==> src/rtl/mcrtb_pkg.sv <==
`default_nettype none

package mcrtb_pkg;

    // Bank size and per-tick notice limit
    localparam int NUM_TIMERS  = 8;
    localparam int MAX_RESULTS = 8;

    localparam int TIMER_AW = (NUM_TIMERS > 1) ? $clog2(NUM_TIMERS) : 1;
    localparam int NCNT_W   = $clog2(MAX_RESULTS + 1);

    // Field widths
    localparam int CMD_W   = 3;
    localparam int IDX_W   = 8;
    localparam int VAL_W   = 32;
    localparam int KIND_W  = 2;
    localparam int S_DATA_W = 80;
    localparam int M_DATA_W = 16;

    typedef enum logic [CMD_W-1:0] {
        CMD_TICK   = 3'd0,
        CMD_CONFIG = 3'd1,
        CMD_START  = 3'd2,
        CMD_STOP   = 3'd3,
        CMD_QUERY  = 3'd4
    } t_cmd;

    typedef enum logic [KIND_W-1:0] {
        KIND_DONE       = 2'd0,
        KIND_REJECT     = 2'd1,
        KIND_NOTICE     = 2'd2,
        KIND_TICK_QUIET = 2'd3
    } t_kind;

    typedef enum logic [1:0] {
        S_IDLE,
        S_CMD,
        S_WALK,
        S_END
    } t_state;

    // One timer as stored in the memory
    typedef struct packed {
        logic [VAL_W-1:0] count;
        logic [VAL_W-1:0] reload;
        logic             flag;
        logic             notify;
    } t_entry;

    localparam int ENTRY_W = $bits(t_entry);

    // One result beat
    typedef struct packed {
        t_kind            kind;
        logic [IDX_W-1:0] which;
        logic             tout;
        logic             last;
    } t_result;

endpackage

`default_nettype wire

==> src/rtl/mcrtb_ram.sv <==
`default_nettype none

module mcrtb_ram #(
    parameter int WIDTH = 8,
    parameter int DEPTH = 8
) (
    input  wire logic                                      i_clk,
    input  wire logic                                      i_we,
    input  wire logic [((DEPTH > 1) ? $clog2(DEPTH) : 1)-1:0] i_waddr,
    input  wire logic [WIDTH-1:0]                          i_wdata,
    input  wire logic [((DEPTH > 1) ? $clog2(DEPTH) : 1)-1:0] i_raddr,
    output logic      [WIDTH-1:0]                          o_rdata
);

    logic [WIDTH-1:0] r_mem [DEPTH];
    logic [WIDTH-1:0] r_rdata;

    // Write port and registered read port
    always_ff @(posedge i_clk) begin
        if (i_we) begin
            r_mem[i_waddr] <= i_wdata;
        end
        r_rdata <= r_mem[i_raddr];
    end

    assign o_rdata = r_rdata;

endmodule

`default_nettype wire

==> src/rtl/multi_channel_reload_timer_bank_unit.sv <==
`default_nettype none

// Bank of NUM_TIMERS down-counting timers with auto-reload.
// Slave stream: tuser carries the command, tdata the timer index, count,
// reload and notify bit. Master stream: tuser carries the result kind,
// tdata the timer number and the query answer, tlast marks the final beat
// of the results of one command.
// Configure, start, stop and query read the addressed timer from the state
// memory, modify it and write it back in the command state, where the
// single result is loaded into the output register once it is free.
// A tick walks the memory one timer per cycle, unless a stalled receiver
// holds it, through its single read port. Notices are delayed by one
// expiring timer so that tlast can be set on the final one.
// A new command is taken only when the previous one has finished; the
// output register lets the next command enter while a result is waiting.
// When the receiver stalls, the walk holds on the next timer that needs to
// send a notice, and single commands hold until the output register frees.
// Reset clears every timer at once through per-entry valid bits; an entry
// never written reads as zero. No clearing pass is needed.

module multi_channel_reload_timer_bank_unit (
    input  wire logic                          i_clk,
    input  wire logic                          i_rst_n,
    // slave stream
    input  wire logic                          i_s_tvalid,
    output logic                               o_s_tready,
    // tdata: timer_index[7:0], count_value[39:8], reload_value[71:40],
    //        notify_enable[72], zero pad[79:73]
    input  wire logic [mcrtb_pkg::S_DATA_W-1:0] i_s_tdata,
    // tuser: cmd[2:0]
    input  wire logic [mcrtb_pkg::CMD_W-1:0]    i_s_tuser,
    // master stream
    output logic                               o_m_tvalid,
    input  wire logic                          i_m_tready,
    // tdata: which_timer[7:0], timed_out[8], zero pad[15:9]
    output logic      [mcrtb_pkg::M_DATA_W-1:0] o_m_tdata,
    // tuser: kind[1:0]
    output logic      [mcrtb_pkg::KIND_W-1:0]   o_m_tuser,
    output logic                               o_m_tlast
);

    import mcrtb_pkg::*;

    t_state                r_state, n_state;
    logic [TIMER_AW-1:0]   r_ptr, n_ptr;
    t_cmd                  r_cmd;
    logic [IDX_W-1:0]      r_idx;
    logic [VAL_W-1:0]      r_cval;
    logic [VAL_W-1:0]      r_rval;
    logic                  r_nen;
    logic                  r_pend_vld, n_pend_vld;
    logic [TIMER_AW-1:0]   r_pend_idx, n_pend_idx;
    logic [NCNT_W-1:0]     r_ncnt, n_ncnt;
    logic [NUM_TIMERS-1:0] r_vld;
    logic                  r_out_vld;
    t_result               r_out, n_out;

    logic                  s_accept;
    logic                  out_free;
    logic                  push;
    logic                  walk_done;
    logic                  cmd_done;

    logic                  ram_we;
    logic [TIMER_AW-1:0]   ram_waddr;
    logic [TIMER_AW-1:0]   ram_raddr;
    t_entry                ram_wdata;
    logic [ENTRY_W-1:0]    ram_rdata;

    t_entry                cur;
    logic                  active;
    logic [VAL_W-1:0]      dec;
    logic                  expire;
    logic                  notice;
    logic                  last_entry;
    logic                  reject;

    assign s_accept   = i_s_tvalid && o_s_tready;
    assign out_free   = !r_out_vld || i_m_tready;
    assign last_entry = (r_ptr == TIMER_AW'(NUM_TIMERS - 1));
    assign reject     = (r_cmd > CMD_QUERY) || (r_idx >= IDX_W'(NUM_TIMERS));

    // Entry under work; an unwritten entry reads as zero
    assign cur    = r_vld[r_ptr] ? t_entry'(ram_rdata) : '0;
    assign active = (cur.count != '0);
    assign dec    = cur.count - VAL_W'(1);
    assign expire = active && (dec == '0);
    assign notice = expire && cur.notify && (r_ncnt < NCNT_W'(MAX_RESULTS));

    mcrtb_ram #(
        .WIDTH (ENTRY_W),
        .DEPTH (NUM_TIMERS)
    ) u_state_ram (
        .i_clk   (i_clk),
        .i_we    (ram_we),
        .i_waddr (ram_waddr),
        .i_wdata (ram_wdata),
        .i_raddr (ram_raddr),
        .o_rdata (ram_rdata)
    );

    // Next state
    always_comb begin
        n_state = r_state;
        case (r_state)
            S_IDLE: begin
                if (s_accept) begin
                    n_state = (t_cmd'(i_s_tuser) == CMD_TICK) ? S_WALK : S_CMD;
                end
            end
            S_CMD: begin
                if (cmd_done) begin
                    n_state = S_IDLE;
                end
            end
            S_WALK: begin
                if (walk_done) begin
                    n_state = S_END;
                end
            end
            S_END: begin
                if (out_free) begin
                    n_state = S_IDLE;
                end
            end
            default: n_state = S_IDLE;
        endcase
    end

    // Datapath controls, memory write-back and result beats
    always_comb begin
        o_s_tready = 1'b0;
        n_ptr      = r_ptr;
        n_pend_vld = r_pend_vld;
        n_pend_idx = r_pend_idx;
        n_ncnt     = r_ncnt;
        n_out      = r_out;
        push       = 1'b0;
        walk_done  = 1'b0;
        cmd_done   = 1'b0;
        ram_we     = 1'b0;
        ram_waddr  = r_ptr;
        ram_wdata  = cur;
        ram_raddr  = r_ptr;
        case (r_state)
            S_IDLE: begin
                o_s_tready = 1'b1;
                if (t_cmd'(i_s_tuser) == CMD_TICK) begin
                    n_ptr = '0;
                end else begin
                    n_ptr = i_s_tdata[TIMER_AW-1:0];
                end
                n_pend_vld = 1'b0;
                n_ncnt     = '0;
                ram_raddr  = n_ptr;
            end
            S_CMD: begin
                if (out_free) begin
                    cmd_done  = 1'b1;
                    push      = 1'b1;
                    n_out     = '{kind: KIND_DONE, which: r_idx, tout: 1'b0, last: 1'b1};
                    if (reject) begin
                        n_out.kind = KIND_REJECT;
                    end else begin
                        ram_we = 1'b1;
                        case (r_cmd)
                            CMD_CONFIG: begin
                                ram_wdata = '{count: r_cval, reload: r_rval,
                                              flag: 1'b0, notify: r_nen};
                            end
                            CMD_START: begin
                                ram_wdata.count = r_cval;
                                ram_wdata.flag  = 1'b0;
                            end
                            CMD_STOP: begin
                                ram_wdata.count = '0;
                            end
                            CMD_QUERY: begin
                                n_out.tout     = cur.flag;
                                ram_wdata.flag = 1'b0;
                            end
                            default: ram_we = 1'b0;
                        endcase
                    end
                end
            end
            S_WALK: begin
                // hold the walk only when a held notice must leave first
                if (!(notice && r_pend_vld) || out_free) begin
                    ram_we = 1'b1;
                    if (expire) begin
                        ram_wdata.count = cur.reload;
                        ram_wdata.flag  = 1'b1;
                    end else if (active) begin
                        ram_wdata.count = dec;
                    end
                    if (notice) begin
                        if (r_pend_vld) begin
                            push  = 1'b1;
                            n_out = '{kind: KIND_NOTICE, which: IDX_W'(r_pend_idx),
                                      tout: 1'b0, last: 1'b0};
                        end
                        n_pend_vld = 1'b1;
                        n_pend_idx = r_ptr;
                        n_ncnt     = r_ncnt + NCNT_W'(1);
                    end
                    if (last_entry) begin
                        walk_done = 1'b1;
                    end else begin
                        n_ptr = r_ptr + TIMER_AW'(1);
                    end
                    ram_raddr = r_ptr + TIMER_AW'(1);
                end
            end
            S_END: begin
                if (out_free) begin
                    push = 1'b1;
                    if (r_pend_vld) begin
                        n_out = '{kind: KIND_NOTICE, which: IDX_W'(r_pend_idx),
                                  tout: 1'b0, last: 1'b1};
                    end else begin
                        n_out = '{kind: KIND_TICK_QUIET, which: '0,
                                  tout: 1'b0, last: 1'b1};
                    end
                    n_pend_vld = 1'b0;
                end
            end
            default: begin
            end
        endcase
    end

    // Control registers
    always_ff @(posedge i_clk) begin
        if (!i_rst_n) begin
            r_state    <= S_IDLE;
            r_pend_vld <= 1'b0;
            r_vld      <= '0;
            r_out_vld  <= 1'b0;
        end else begin
            r_state    <= n_state;
            r_pend_vld <= n_pend_vld;
            if (ram_we) begin
                r_vld[ram_waddr] <= 1'b1;
            end
            if (push) begin
                r_out_vld <= 1'b1;
            end else if (i_m_tready) begin
                r_out_vld <= 1'b0;
            end
        end
    end

    // Payload registers
    always_ff @(posedge i_clk) begin
        r_ptr      <= n_ptr;
        r_pend_idx <= n_pend_idx;
        r_ncnt     <= n_ncnt;
        if (push) begin
            r_out <= n_out;
        end
        if (s_accept) begin
            r_cmd  <= t_cmd'(i_s_tuser);
            r_idx  <= i_s_tdata[7:0];
            r_cval <= i_s_tdata[39:8];
            r_rval <= i_s_tdata[71:40];
            r_nen  <= i_s_tdata[72];
        end
    end

    assign o_m_tvalid = r_out_vld;
    assign o_m_tdata  = {{(M_DATA_W - IDX_W - 1){1'b0}}, r_out.tout, r_out.which};
    assign o_m_tuser  = r_out.kind;
    assign o_m_tlast  = r_out.last;

endmodule

`default_nettype wire
==> config.mk <==
export PLATFORM = sky130hd
export DESIGN_NAME = multi_channel_reload_timer_bank_unit
export DESIGN_NICKNAME = d
export VERILOG_FILES = /design/src/rtl/mcrtb_pkg.sv /design/src/rtl/mcrtb_ram.sv /design/src/rtl/multi_channel_reload_timer_bank_unit.sv
export SDC_FILE = /design/constraint.sdc
export NUM_CORES = 1
export LEC_CHECK = 0
export BUFFER_PORTS_ARGS = -buffer_cell sky130_fd_sc_hd__buf_2
export CAP_MARGIN = 20
export CELL_PAD_IN_SITES_DETAIL_PLACEMENT = 0
export CELL_PAD_IN_SITES_GLOBAL_PLACEMENT = 1
export CORE_UTILIZATION = 40
export CTS_CLUSTER_DIAMETER = 150
export CTS_CLUSTER_SIZE = 16
export DETAILED_ROUTE_END_ITERATION = 10
export GPL_ROUTABILITY_DRIVEN = 0
export PLACE_DENSITY_LB_ADDON = 0.1
export SLEW_MARGIN = 5
export SYNTH_ARGS = -nofsm -noshare
export SYNTH_HDL_FRONTEND = slang
export SYNTH_SLANG_ARGS = --single-unit
==> constraint.sdc <==
create_clock -name i_clk -period 14.7 [get_ports i_clk]
set_input_delay 0 -clock i_clk [delete_from_list [all_inputs] [get_ports i_clk]]
set_output_delay 0 -clock i_clk [all_outputs]
set_load 0.02 [all_outputs]
==> summary.txt <==
status: complete, but fails checks
failing checks: DRC
max cap viols: 0
row count: 99
Max Fanout on Critical Path: 61
delay-heaviest family, CP: simple AND/OR/NAND/NOR gates
Synth area leaders: edfxtp_1 (63%), mux2i_1 (14%), dfxtp_1 (5.3%), mux2_2 (2.5%), nand2_1 (1.7%)
DRC: 6
total track usage: 19.5%
Synth Instances: 1906
clk_skew: 24.9 ps
Pwr Total: 0.00601 W
largest area contributor in the netlist: edfxtp_1
commonest non-fill, non-tap cells in the layout: edfxtp_1 (626), mux2i_1 (401), nand2_1 (138)
Synth top area share: 63.4%
DRT Wirelength: 73400 um
Ports: 108
synth warn: 0
hold_buf cts: 79
Synth async-reset ratio: 0%
n_diodes: 0
Mapped Area: 29600 um2
syn_area_per_cell: 15.5 um2
dominant synthesized flop cell: edfxtp_1
Slowest Stage Delay on Critical Path: 850 ps
clock tree buffer depth: 3
worst endpoint required time: 15200 ps
Iteration-0 DRC Markers: 1103
worst-path cell chain: and3_1 -> o21ai_0 -> nand3_4 -> nand2_1 -> ha_1 -> or4b_2 -> nor4_1 -> nand4_1 -> xor2_1 -> nand4_1 -> or4b_1 -> or4_4 -> a31oi_4 -> buf_4 -> buf_4 -> mux2i_1 -> mux2i_1 -> mux2_2
total CTS buffers: 49
Starting Density: 40.5%
clk slew on worst S/H paths: 80 ps
Horiz. Die Dim: 274 um
Hold WC Path Type: input pin to register
vias in the first global route: 16185
crit end category: register
CTS root buf: clkbuf_16
final setup fails: 0
IO Port Bufs: 93
Final nets: 2157
Crit path arrival time: 8610 ps
setup bufs post-CTS: 0
Yosys cell types: 69
crit share post-route: 55.2%
commonest non-fill, non-tap cell in the layout: edfxtp_1
Fmax: 123 MHz
Final ANT Viol Nets: 0
Worst-Skew Late Latency: 620 ps
crit path buf inv count: 2
R2R Setup Slk: 6590 ps
Slew @ Worst Pin: 1090 ps
Critical-path top delay cell: buf_4
largest net degree at the start of global routing: 121
placed wire-length estimate: 42500 um
post-CTS sizing: 0
Via density: 5.32
Syn-to-layout area delta: 11.5%
core area: 73100 um2
RSZ-0062 raised after global routing: false
setup tns final: 0 ps
share of cells above drive strength 1: 13.5%
initial antenna violation count: 0
Slew Viols, Final: 0
first-pass GRT wire length: 107000 um
Pleak: 12.1 nW
# clock sinks: 704
area of the die: 75200 um2
sequential area share after synthesis: 68.7%
DR vias: 16262
CTS tree: built
hold_ws: 83.0 ps
pwr dens: 182 nW/um2
Remaining Overflow, GRT: 0
Tmin final: 8110 ps
Max-Slew Margin vs Limit: 27.4%
FF+latch count, synth: 704
Worst VDD drop: 176 uV
TritonRoute pass-1 iters: 8
DR WL/cell: 24.0 um
Post-synth EDFFs: 626
H-tree level count: 2
Die Ht: 274 um
critical path type: register to register
Final Hold Vio Count: 0
startpoint types: register
==> where the power goes <==
group	switching, W	leakage, nW	internal [W]
clock	0.000657	0.675	0.000642
combinational	0.00115	4.91	0.000897
sequential	0.000243	6.53	0.00243
==> metrics by stage <==
stage          instances  cell area (um2)  util [%]  setup slack (ps)
3_3_place_gp        2887            30800      42.2              6610
6_report            3055            33000      45.2              6590
3_5_place_dp        2888            30800      42.2              6650
5_1_grt             3055            33000      45.2              6090
4_1_cts             3055            33000      45.2              6610
2_1_floorplan       1912            29700         -              3380
==> path summary, 6_finish.rpt <==
| path | from | end | cells after the start |
|---|---|---|---|
| worst max-delay path | r_ptr[1] | u_state_ram.o_rdata[65] | 18 |
| worst max register to register | r_ptr[1] | u_state_ram.o_rdata[65] | 18 |
| worst min-delay path | i_s_tdata[65] | r_rval[25] | 2 |
| worst min register to register | r_vld[7] | r_vld[7] | 1 |
==> worst reg2reg max path, cell delays in order, from the launching register on <==
cell,delay (ps)
edfxtp_1,630
and3_1,290
o21ai_0,360
nand3_4,460
nand2_1,350
ha_1,380
or4b_2,660
nor4_1,330
nand4_1,260
xor2_1,260
nand4_1,120
or4b_1,690
or4_4,590
a31oi_4,270
buf_4,850
buf_4,780
mux2i_1,270
mux2i_1,110
mux2_2,320
==> metal layers <==
metal  global-route usage [%]  routed length [um]  up-vias
met5                        0                   0        -
met4                     4.25                1100        0
met3                     2.25                2360       60
met2                     32.7               35500      283
met1                     27.3               34400     8304
li1                         -                   -     7615
==> cell usage after synthesis (14+ instances only) <==
cell,count
buf_12,22
nor3_1,22
a22o_1,36
xnor2_1,15
o21ai_0,81
buf_2,20
clkbuf_1,51
mux2_2,67
nand2_1,138
a22oi_1,14
a21oi_1,46
dfxtp_1,78
nor2_1,55
edfxtp_1,626
mux2i_1,401
nand3_1,21
==> registers in the layout, summed over array words and instances, names as in the netlist <==
name	flops
r_cval	32
r_nen	1
u_state_ram.o_rdata	66
r_pend_idx	3
r_cmd	3
r_rval	32
o_m_tdata	9
r_ncnt	4
o_m_tuser	2
r_pend_vld	1
r_ptr	3
r_vld	8
u_state_ram.r_mem	528
r_state	2
o_m_tvalid	1
r_idx	8
o_m_tlast	1
==> cells by family after synthesis <==
group | Yosys count | share of synthesized area (%)
compound gates | 246 | 5.43
xor+xnor | 23 | 0.680
fa+ha+maj | 11 | 0.464
buf+inv | 126 | 3.22
flops | 704 | 68.7
mux | 468 | 16.1
other cells | 1 | 0.0127
simple gates | 327 | 5.40
==> cell type report <==
class	instances	area [um2]
Fill cell	6522	40100
Sequential cell	704	20400
Multi-Input combinational cell	1082	8450
Timing Repair Buffer	211	1560
Clock buffer	86	1390
Tap cell	959	1200
Inverter	11	41.3
Clock inverter	2	36.3
Note: power is estimated with default switching activity, not from simulation.
